### config.mk
export PLATFORM = sky130hd
export DESIGN_NAME = multihit_tdc_word_decoder_top
export DESIGN_NICKNAME = d
export VERILOG_FILES = /design/src/hw/rtl/mtdc_pkg.sv /design/src/hw/rtl/mtdc_apb_regs.sv /design/src/hw/rtl/mtdc_hit_counters.sv /design/src/hw/rtl/mtdc_classify.sv /design/src/hw/rtl/multihit_tdc_word_decoder_top.sv
export SDC_FILE = /design/constraint.sdc
export NUM_CORES = 1
export LEC_CHECK = 0
export ABC_AREA = 0
export BUFFER_PORTS_ARGS = -buffer_cell sky130_fd_sc_hd__buf_2
export CAP_MARGIN = 25
export CORE_UTILIZATION = 45
export CTS_CLUSTER_DIAMETER = 30
export DETAILED_ROUTE_END_ITERATION = 10
export PLACE_DENSITY = 0.76
export SYNTH_ARGS = -nofsm -noshare
export SYNTH_HDL_FRONTEND = slang
export SYNTH_HIERARCHICAL = 1
export SYNTH_SLANG_ARGS = --single-unit
### constraint.sdc
create_clock -name aclk -period 5.6 [get_ports aclk]
set_clock_uncertainty 0.15 [all_clocks]
set_input_delay 0 -clock aclk [delete_from_list [all_inputs] [get_ports aclk]]
set_output_delay 0 -clock aclk [all_outputs]
set_load 0.02 [all_outputs]
### src/hw/rtl/mtdc_pkg.sv
// Shared types and constants for the multi-hit TDC data word decoder.
package mtdc_pkg;

    // Field widths
    localparam int WORD_W   = 32;
    localparam int WTYPE_W  = 5;
    localparam int CHAN_W   = 5;
    localparam int TIME_W   = 21;
    localparam int IDX_W    = 4;
    localparam int KIND_W   = 3;
    localparam int MAXH_W   = 4;

    // Bit positions inside the readout word
    localparam int WTYPE_LSB = 27;
    localparam int EDGE_BIT  = 26;
    localparam int CHAN_LSB  = 21;

    // Stream payload widths
    localparam int M_TDATA_W = 40;
    localparam int M_TUSER_W = KIND_W;
    localparam int M_PAD_W   = M_TDATA_W - (1 + 1 + CHAN_W + 1 + IDX_W + TIME_W);

    // APB register map
    localparam int APB_AW   = 3;
    localparam int APB_DW   = 32;
    localparam logic REG_MAX_HITS = 1'b0;
    localparam logic [MAXH_W-1:0] MAX_HITS_RST = 4'd10;

    // Word type codes
    localparam logic [WTYPE_W-1:0] WT_MEAS    = 5'd0;
    localparam logic [WTYPE_W-1:0] WT_THEADER = 5'd1;
    localparam logic [WTYPE_W-1:0] WT_GHEADER = 5'd8;
    localparam logic [WTYPE_W-1:0] WT_TRAILER = 5'd16;

    typedef enum logic [1:0] {
        PH_WAIT,
        PH_IN,
        PH_CLOSED
    } phase_t;

    typedef enum logic [KIND_W-1:0] {
        KIND_MEAS    = 3'd0,
        KIND_GHEADER = 3'd1,
        KIND_THEADER = 3'd2,
        KIND_TRAILER = 3'd3,
        KIND_OTHER   = 3'd4,
        KIND_OUTSIDE = 3'd5
    } kind_t;

    // Counter update from the classifier to the counter store
    typedef struct packed {
        logic             we;
        logic             clear;
        logic [IDX_W-1:0] value;
    } cnt_upd_t;

    // One decoded result
    typedef struct packed {
        kind_t             kind;
        logic              hit_counted;
        logic              hit_stored;
        logic [CHAN_W-1:0] hit_channel;
        logic              hit_edge;
        logic [IDX_W-1:0]  hit_index;
        logic [TIME_W-1:0] hit_time;
        logic              event_done;
    } result_t;

endpackage

### src/hw/rtl/mtdc_apb_regs.sv
// APB configuration register block holding the max_hits limit.
module mtdc_apb_regs (
    input  logic                              aclk,
    input  logic                              aresetn,
    input  logic                              psel,
    input  logic                              penable,
    input  logic                              pwrite,
    input  logic [mtdc_pkg::APB_AW-1:0]       paddr,
    input  logic [mtdc_pkg::APB_DW-1:0]       pwdata,
    output logic [mtdc_pkg::APB_DW-1:0]       prdata,
    output logic                              pready,
    output logic [mtdc_pkg::MAXH_W-1:0]       max_hits
);

    logic [mtdc_pkg::MAXH_W-1:0] max_hits_reg;
    logic [mtdc_pkg::MAXH_W-1:0] max_hits_next;
    logic                        reg_sel;
    logic                        wr_en;

    assign pready  = 1'b1;
    assign reg_sel = (paddr[mtdc_pkg::APB_AW-1:2] == mtdc_pkg::REG_MAX_HITS);
    assign wr_en   = psel && penable && pwrite && pready;

    // Register write
    always_comb begin
        max_hits_next = max_hits_reg;
        if (wr_en && reg_sel) begin
            max_hits_next = pwdata[mtdc_pkg::MAXH_W-1:0];
        end
    end

    always_ff @(posedge aclk) begin
        if (!aresetn) begin
            max_hits_reg <= mtdc_pkg::MAX_HITS_RST;
        end else begin
            max_hits_reg <= max_hits_next;
        end
    end

    // Read back
    always_comb begin
        prdata = '0;
        if (reg_sel) begin
            prdata = {{(mtdc_pkg::APB_DW - mtdc_pkg::MAXH_W){1'b0}}, max_hits_reg};
        end
    end

    assign max_hits = max_hits_reg;

endmodule

### src/hw/rtl/mtdc_hit_counters.sv
// Per channel and edge hit counters: memory, valid bits and write bypass.
module mtdc_hit_counters #(
    parameter int CHANNELS = 32
) (
    input  logic                            aclk,
    input  logic                            aresetn,
    input  logic                            rd_en,
    input  logic [$clog2(2*CHANNELS)-1:0]   rd_slot,
    input  logic [$clog2(2*CHANNELS)-1:0]   cur_slot,
    input  mtdc_pkg::cnt_upd_t              upd,
    output logic [mtdc_pkg::IDX_W-1:0]      count
);

    localparam int AW    = $clog2(2*CHANNELS);
    localparam int DEPTH = 1 << AW;

    logic [mtdc_pkg::IDX_W-1:0] mem [DEPTH];
    logic [mtdc_pkg::IDX_W-1:0] rd_data_reg;
    logic [DEPTH-1:0]           vld_reg;
    logic [DEPTH-1:0]           vld_next;
    logic                       byp_vld_reg;
    logic [AW-1:0]              byp_slot_reg;
    logic [mtdc_pkg::IDX_W-1:0] byp_val_reg;

    // Counter memory: one write port, one registered read port
    always_ff @(posedge aclk) begin
        if (upd.we) begin
            mem[cur_slot] <= upd.value;
        end
        if (rd_en) begin
            rd_data_reg <= mem[rd_slot];
        end
    end

    // Valid bits: an entry not written since the last clear reads as zero
    always_comb begin
        vld_next = vld_reg;
        if (upd.clear) begin
            vld_next = '0;
        end
        if (upd.we) begin
            vld_next[cur_slot] = 1'b1;
        end
    end

    always_ff @(posedge aclk) begin
        if (!aresetn) begin
            vld_reg <= '0;
        end else begin
            vld_reg <= vld_next;
        end
    end

    // Bypass of the latest write, covers a read taken on the same edge
    always_ff @(posedge aclk) begin
        if (!aresetn) begin
            byp_vld_reg <= 1'b0;
        end else if (upd.we) begin
            byp_vld_reg <= 1'b1;
        end else if (upd.clear) begin
            byp_vld_reg <= 1'b0;
        end
    end

    always_ff @(posedge aclk) begin
        if (upd.we) begin
            byp_slot_reg <= cur_slot;
            byp_val_reg  <= upd.value;
        end
    end

    always_comb begin
        if (byp_vld_reg && (byp_slot_reg == cur_slot)) begin
            count = byp_val_reg;
        end else if (vld_reg[cur_slot]) begin
            count = rd_data_reg;
        end else begin
            count = '0;
        end
    end

endmodule

### src/hw/rtl/mtdc_classify.sv
// Word classifier: event phase tracking and hit acceptance.
module mtdc_classify #(
    parameter int CHANNELS = 32
) (
    input  logic                            aclk,
    input  logic                            aresetn,
    input  logic                            proc,
    input  logic [mtdc_pkg::WORD_W-1:0]     word,
    input  logic                            event_start,
    input  logic [mtdc_pkg::MAXH_W-1:0]     max_hits,
    input  logic [mtdc_pkg::IDX_W-1:0]      count,
    output logic [$clog2(2*CHANNELS)-1:0]   cur_slot,
    output mtdc_pkg::cnt_upd_t              upd,
    output mtdc_pkg::result_t               res
);

    localparam int AW = $clog2(2*CHANNELS);
    localparam int CW = AW - 1;

    mtdc_pkg::phase_t                phase_reg;
    mtdc_pkg::phase_t                phase_next;
    mtdc_pkg::phase_t                phase_eff;
    mtdc_pkg::phase_t                phase_step;
    logic [mtdc_pkg::WTYPE_W-1:0]    wtype;
    logic [mtdc_pkg::CHAN_W-1:0]     chan;
    logic                            edge_bit;
    logic [mtdc_pkg::TIME_W-1:0]     tval;
    logic                            in_range;
    logic [mtdc_pkg::IDX_W-1:0]      cnt_eff;

    // Field extraction
    assign wtype    = word[mtdc_pkg::WTYPE_LSB +: mtdc_pkg::WTYPE_W];
    assign chan     = word[mtdc_pkg::CHAN_LSB +: mtdc_pkg::CHAN_W];
    assign edge_bit = word[mtdc_pkg::EDGE_BIT];
    assign tval     = word[mtdc_pkg::TIME_W-1:0];
    assign cur_slot = {chan[CW-1:0], edge_bit};
    assign in_range = ({1'b0, chan} < (mtdc_pkg::CHAN_W + 1)'(CHANNELS));

    // event_start clears the counters and restarts the header wait first
    assign phase_eff = event_start ? mtdc_pkg::PH_WAIT : phase_reg;
    assign cnt_eff   = event_start ? '0 : count;

    // Next phase
    always_comb begin
        phase_step = phase_eff;
        unique case (phase_eff)
            mtdc_pkg::PH_WAIT: begin
                if (wtype == mtdc_pkg::WT_GHEADER) begin
                    phase_step = mtdc_pkg::PH_IN;
                end
            end
            mtdc_pkg::PH_IN: begin
                if (wtype == mtdc_pkg::WT_TRAILER) begin
                    phase_step = mtdc_pkg::PH_CLOSED;
                end
            end
            mtdc_pkg::PH_CLOSED: begin
                phase_step = mtdc_pkg::PH_CLOSED;
            end
            default: begin
                phase_step = mtdc_pkg::PH_WAIT;
            end
        endcase
        phase_next = proc ? phase_step : phase_reg;
    end

    always_ff @(posedge aclk) begin
        if (!aresetn) begin
            phase_reg <= mtdc_pkg::PH_WAIT;
        end else begin
            phase_reg <= phase_next;
        end
    end

    // Result and counter update
    always_comb begin
        res       = '0;
        res.kind  = mtdc_pkg::KIND_OUTSIDE;
        upd.we    = 1'b0;
        upd.clear = proc && event_start;
        upd.value = cnt_eff + 1'b1;
        unique case (phase_eff)
            mtdc_pkg::PH_WAIT: begin
                if (wtype == mtdc_pkg::WT_GHEADER) begin
                    res.kind = mtdc_pkg::KIND_GHEADER;
                end
            end
            mtdc_pkg::PH_IN: begin
                unique case (wtype)
                    mtdc_pkg::WT_MEAS: begin
                        res.kind        = mtdc_pkg::KIND_MEAS;
                        res.hit_channel = chan;
                        res.hit_edge    = edge_bit;
                        res.hit_time    = tval;
                        if (in_range) begin
                            res.hit_index = cnt_eff;
                            if (cnt_eff < max_hits) begin
                                res.hit_counted = 1'b1;
                                res.hit_stored  = (tval != '0);
                                upd.we          = proc;
                            end
                        end
                    end
                    mtdc_pkg::WT_THEADER: begin
                        res.kind = mtdc_pkg::KIND_THEADER;
                    end
                    mtdc_pkg::WT_TRAILER: begin
                        res.kind       = mtdc_pkg::KIND_TRAILER;
                        res.event_done = 1'b1;
                    end
                    default: begin
                        res.kind = mtdc_pkg::KIND_OTHER;
                    end
                endcase
            end
            default: begin
                res.kind = mtdc_pkg::KIND_OUTSIDE;
            end
        endcase
    end

endmodule

### src/hw/rtl/multihit_tdc_word_decoder_top.sv
// Top level of the multi-hit TDC data word decoder.
//
//  port group | dir | payload                                   | handshake
//  s_*        | in  | tdata: data_word; tuser: event_start      | tvalid/tready
//  m_*        | out | tdata: hit fields; tuser: word_kind;      | tvalid/tready
//             |     | tlast: event_done                         |
//  APB        | in  | max_hits at byte address 0                | psel/penable
//
// One word per clock while the result stream is not stalled. A word passes the
// input register (with the registered counter memory read), then the result register.
// The counter read-modify-write is the critical loop; a one-entry bypass
// keeps it at one word per cycle. aresetn is synchronous: it empties both
// registers, returns to the header wait and invalidates all counters.
// A stalled result holds while a new word may still enter the input register.
module multihit_tdc_word_decoder_top #(
    parameter int CHANNELS = 32
) (
    input  logic                                aclk,
    input  logic                                aresetn,
    // Input stream
    input  logic                                s_tvalid,
    output logic                                s_tready,
    input  logic [mtdc_pkg::WORD_W-1:0]         s_tdata,   // [31:0] data_word
    input  logic                                s_tuser,   // [0] event_start
    // Result stream
    output logic                                m_tvalid,
    input  logic                                m_tready,
    // [0] hit_counted, [1] hit_stored, [6:2] hit_channel, [7] hit_edge,
    // [11:8] hit_index, [32:12] hit_time, [39:33] zero
    output logic [mtdc_pkg::M_TDATA_W-1:0]      m_tdata,
    output logic [mtdc_pkg::M_TUSER_W-1:0]      m_tuser,   // [2:0] word_kind
    output logic                                m_tlast,   // event_done
    // Configuration
    input  logic                                psel,
    input  logic                                penable,
    input  logic                                pwrite,
    input  logic [mtdc_pkg::APB_AW-1:0]         paddr,
    input  logic [mtdc_pkg::APB_DW-1:0]         pwdata,
    output logic [mtdc_pkg::APB_DW-1:0]         prdata,
    output logic                                pready
);

    localparam int AW = $clog2(2*CHANNELS);
    localparam int CW = AW - 1;

    logic                               in_vld_reg;
    logic                               in_vld_next;
    logic [mtdc_pkg::WORD_W-1:0]        word_reg;
    logic                               evs_reg;
    logic                               m_vld_reg;
    logic                               m_vld_next;
    logic [mtdc_pkg::M_TDATA_W-1:0]     m_data_reg;
    logic [mtdc_pkg::M_TUSER_W-1:0]     m_user_reg;
    logic                               m_last_reg;
    logic                               adv;
    logic                               proc;
    logic                               acc;
    logic [AW-1:0]                      rd_slot;
    logic [AW-1:0]                      cur_slot;
    logic [mtdc_pkg::MAXH_W-1:0]        max_hits;
    logic [mtdc_pkg::IDX_W-1:0]         count;
    mtdc_pkg::cnt_upd_t                 upd;
    mtdc_pkg::result_t                  res;

    // Handshake
    assign adv      = !m_vld_reg || m_tready;
    assign proc     = in_vld_reg && adv;
    assign s_tready = !in_vld_reg || adv;
    assign acc      = s_tvalid && s_tready;
    assign rd_slot  = {s_tdata[mtdc_pkg::CHAN_LSB +: CW], s_tdata[mtdc_pkg::EDGE_BIT]};

    // Input register
    always_comb begin
        in_vld_next = in_vld_reg;
        if (acc) begin
            in_vld_next = 1'b1;
        end else if (proc) begin
            in_vld_next = 1'b0;
        end
    end

    always_ff @(posedge aclk) begin
        if (!aresetn) begin
            in_vld_reg <= 1'b0;
        end else begin
            in_vld_reg <= in_vld_next;
        end
    end

    always_ff @(posedge aclk) begin
        if (acc) begin
            word_reg <= s_tdata;
            evs_reg  <= s_tuser;
        end
    end

    mtdc_apb_regs u_regs (
        .aclk     (aclk),
        .aresetn  (aresetn),
        .psel     (psel),
        .penable  (penable),
        .pwrite   (pwrite),
        .paddr    (paddr),
        .pwdata   (pwdata),
        .prdata   (prdata),
        .pready   (pready),
        .max_hits (max_hits)
    );

    mtdc_hit_counters #(
        .CHANNELS (CHANNELS)
    ) u_cnt (
        .aclk     (aclk),
        .aresetn  (aresetn),
        .rd_en    (acc),
        .rd_slot  (rd_slot),
        .cur_slot (cur_slot),
        .upd      (upd),
        .count    (count)
    );

    mtdc_classify #(
        .CHANNELS (CHANNELS)
    ) u_cls (
        .aclk        (aclk),
        .aresetn     (aresetn),
        .proc        (proc),
        .word        (word_reg),
        .event_start (evs_reg),
        .max_hits    (max_hits),
        .count       (count),
        .cur_slot    (cur_slot),
        .upd         (upd),
        .res         (res)
    );

    // Result register
    always_comb begin
        m_vld_next = m_vld_reg;
        if (proc) begin
            m_vld_next = 1'b1;
        end else if (m_tready) begin
            m_vld_next = 1'b0;
        end
    end

    always_ff @(posedge aclk) begin
        if (!aresetn) begin
            m_vld_reg <= 1'b0;
        end else begin
            m_vld_reg <= m_vld_next;
        end
    end

    always_ff @(posedge aclk) begin
        if (proc) begin
            m_data_reg <= {{mtdc_pkg::M_PAD_W{1'b0}}, res.hit_time, res.hit_index,
                           res.hit_edge, res.hit_channel, res.hit_stored,
                           res.hit_counted};
            m_user_reg <= res.kind;
            m_last_reg <= res.event_done;
        end
    end

    assign m_tvalid = m_vld_reg;
    assign m_tdata  = m_data_reg;
    assign m_tuser  = m_user_reg;
    assign m_tlast  = m_last_reg;

endmodule

==> results by group <==
Run status
  • Outcome: finished, final reports clean

Timing
  • Final setup TNS: 0 ns
  • Max Fclk: approximately 190 MHz
  • Min Clock Period, post-route: approximately 5.2 ns
  • RSZ-0062 raised after global routing: no
  • Relative slew slack: about two fifths
  • Fin crit share: between 90% and 100%
  • Final setup fails: 0
  • Final Hold Fails: 0
  • Worst-Margin Slew: 0.891 ns
  • Pins over their slew limit: 0

Setup path
  • R2R Setup Slk: 0.36 ns
  • CP required: ~5.6 ns
  • CP Class: reg2reg
  • Capture point of the worst reg-to-reg path: u_cnt/mem[34][0]
  • Worst path arrival time: 5.28 ns
  • RR Startpoint: word_reg[21]
  • Worst setup EP type: flip-flop
  • CP Launch Type: flip-flop
  • R2r worst-path depth: 15
  • CP max FO: 28

GRT
  • Global route total overflow: 0
  • Pin count of the biggest net entering global routing: about 80
  • Number of global-route vias before repair: roughly 9900
  • Initial antenna violation count: 0
  • Total GRT Usage: between 20% and 30%
  • First-pass GRT wire length: 58700 um

Clock network
  • Clk pin slew, worst setup/hold paths: 0.05 ns
  • H-tree lvl count: 3
  • Root buffer cell: clkbuf_16
  • Total clock sinks: 413
  • Clk_lat worst skew: 0.57 ns
  • CTS tree: done
  • CTS Buf Count: 74
  • Max Root-Sink Buffers: 3

Placement
  • Routability cong.: slightly above 0.8
  • Placed Area: between 15000 and 20000 sq um
  • Detailed Place HPWL: between 20000 and 25000 um
  • Cells after DPL: 1528
  • I/O Buffers: 87

Drt
  • Via count: 9638
  • Detailed Route Iter0 Violations: around 900
  • WL/cell: 22.4 um
  • Drt first pass iters: 5
  • Routed WL: 38500 um
  • Via/cell ratio: approximately 5.6
  • DRC Markers: 0
  • Antenna Nets Post-Route: 0

Floorplan
  • Top-Level Pins: between 150 and 200
  • Die Ht: between 150 and 200 um
  • Die ar.: roughly 38000 sq um
  • Core area: between 30000 and 40000 sq um
  • FP Rows: 70
  • Initial Utilization: between 40% and 50%
  • DIE WIDTH: 195 um

Finish
  • Max reg flops: around 260
  • NumNets Final: ~1300
  • Layout cell share with drive strength beyond 1: 27.5%
  • Antenna Cells: 0
  • Fin cells: around 1700
  • Fillers: 2594
  • Area of the multi-input gates: approximately 4700 sq um
  • Sequential cell area: about 12000 sq um
  • Fin area: approximately 21000 sq um
  • Synth-to-Final Area Change: 23.9%

Min path
  • Tightest Hold Check Type: in2reg
  • Hold Crit Start: aresetn
  • Hold Path End: m_tvalid
  • Worst hold stages: 3

Logic synthesis
  • Largest area contributor in the netlist: edfxtp_1
  • Gate Count Post-Synth: 1006
  • Post-synth EDFFs: 340
  • Mean Syn Cell Area: roughly 17 sq um
  • Async set-or-reset flop fraction in the synthesized netlist: 0%
  • Top cells by count, synth: edfxtp_1 (340), mux4_2 (86), nor2b_1 (82)
  • Netlist cell types: 53
  • Yosys top cell area share: between 60% and 70%
  • Post-synthesis sequential area ratio: 69.4%
  • Ys Warns: 6
  • Synth Flop Type: edfxtp_1
  • FF+latch count, synth: between 400 and 500
  • Top cells by area, synth: edfxtp_1 (61%), mux4_2 (12%), dfxtp_1 (8.7%)
  • Mapped cell area: roughly 17000 sq um
  • Top-count cell post-synth: edfxtp_1

Pwr
  • Leakage: 7.27 nW
  • Total power: between 8 and 9 mW
  • Power per cell area: about 390 nW/um^2
  • IR drop worst, VDD: 0.230 mV

Flow run
  • Max-cap check violation count: 0
[layout make-up]
| class | count | area share, % |
|---|---|---|
| Tap cell | 468 | 2.81 |
| Clock inverter | 46 | 2.70 |
| Timing Repair Buffer | 172 | 6.03 |
| Clock buffer | 90 | 9.62 |
| Inverter | 5 | 0.0901 |
| Sequential cell | 413 | 56.0 |
| Multi-Input combinational cell | 527 | 22.7 |
[power breakdown]
group	total [mW]	switching (mW)	internal, mW	leakage, nW
Combinational	0.335	0.200	0.135	2.39
Sequential	3.36	0.0198	3.34	3.63
Clock	4.53	1.54	2.99	1.25
Total	8.23	1.76	6.47	7.27
[kinds of logic after synthesis]
| group | Yosys count | synth area share, % |
|---|---|---|
| DFF | 413 | 69.4 |
| and+or+nand+nor | 253 | 8.43 |
| AOI/OAI and AO/OA | 115 | 4.85 |
| muxes | 111 | 13.0 |
| buffers and inverters | 99 | 3.56 |
| xor gates and xnor gates | 9 | 0.468 |
| adders and majority gates | 3 | 0.223 |
| other | 3 | 0.0669 |
[critical path: stages, from the launching register on]
cell	delay [ns]
edfxtp_1	0.39
buf_12	0.22
mux4_2	0.52
mux2i_1	0.23
o22a_1	0.18
o21ai_0	0.15
nor3_1	0.25
a21oi_1	0.16
nor2b_1	0.20
ha_1	0.28
a21boi_0	0.12
o311a_1	0.38
nor3b_2	0.23
nor2b_1	0.31
nand2_1	0.49
nor2_1	0.56
[metal layers]
metal	vias up	global-route usage [%]	wire, um
met2	509	34.4	19200
met5	-	0	0
met1	4897	26.2	15300
met4	0	6.50	733
li1	4166	-	-
met3	66	5.13	3240
[per-stage QoR]
stage / setup WS (ns) / util, % / hold WS (ns)
finish: 0.359 / 56.8 / 0.00268
global route: 0.0953 / 56.8 / 0.00741
CTS: 0.344 / 56.8 / 0.00196
detailed placement: 0.365 / 48.2 / 0.0286
global placement: 0.418 / 48.2 / 0.0281
floorplan: 0.0324 / - / -0.0511
[worst max-delay path by stage]
stage	cells after the start	slack, ns	from	to
2_1_floorplan	16	0.03	word_reg[21]	u_cnt/mem[14][0]
3_3_place_gp	15	0.42	word_reg[21]	u_cnt/mem[29][0]
3_5_place_dp	15	0.37	word_reg[21]	u_cnt/mem[21][2]
4_1_cts	15	0.34	word_reg[21]	u_cnt/mem[21][1]
5_1_grt	15	0.1	word_reg[21]	u_cnt/mem[50][2]
6_report	15	0.36	word_reg[21]	u_cnt/mem[34][0]
[what timing repair did]
action                                  CTS  global route
gates resized for setup                   0             1
endpoints found under the setup margin    0             4
hold endpoints to repair                 42             0
buffers inserted                          0             0
hold buffers                             57             0
[layout by cell type (no fill, tap or decap), types with 4 or more instances in the layout]
cell type / synthesis / final
mux2i_1: 20 / 20
o21ai_0: 7 / 7
clkinv_4: 0 / 5
nor2b_1: 82 / 81
inv_1: 5 / 5
clkinv_1: 0 / 6
nand2_1: 14 / 14
mux2_2: 5 / 5
dfxtp_1: 73 / 73
buf_4: 42 / 26
clkbuf_8: 0 / 5
buf_2: 14 / 86
nor2_1: 76 / 75
a22oi_1: 5 / 5
edfxtp_1: 340 / 340
dlygate4sd3_1: 0 / 57
xor2_1: 4 / 4
xnor2_1: 5 / 4
clkbuf_1: 28 / 9
nand2b_1: 5 / 4
and2b_2: 4 / 4
inv_6: 0 / 9
conb_1: 3 / 36
a211oi_1: 4 / 4
clkinv_2: 0 / 7
mux4_2: 86 / 86
bufinv_16: 0 / 9
nand3b_1: 7 / 7
nor4_1: 6 / 5
o21a_1: 66 / 66
clkbuf_16: 0 / 76
nand3_1: 6 / 6
nor3_1: 5 / 5
a21oi_1: 16 / 15
and2_1: 33 / 32
Note: power is estimated with default switching activity, not from simulation.
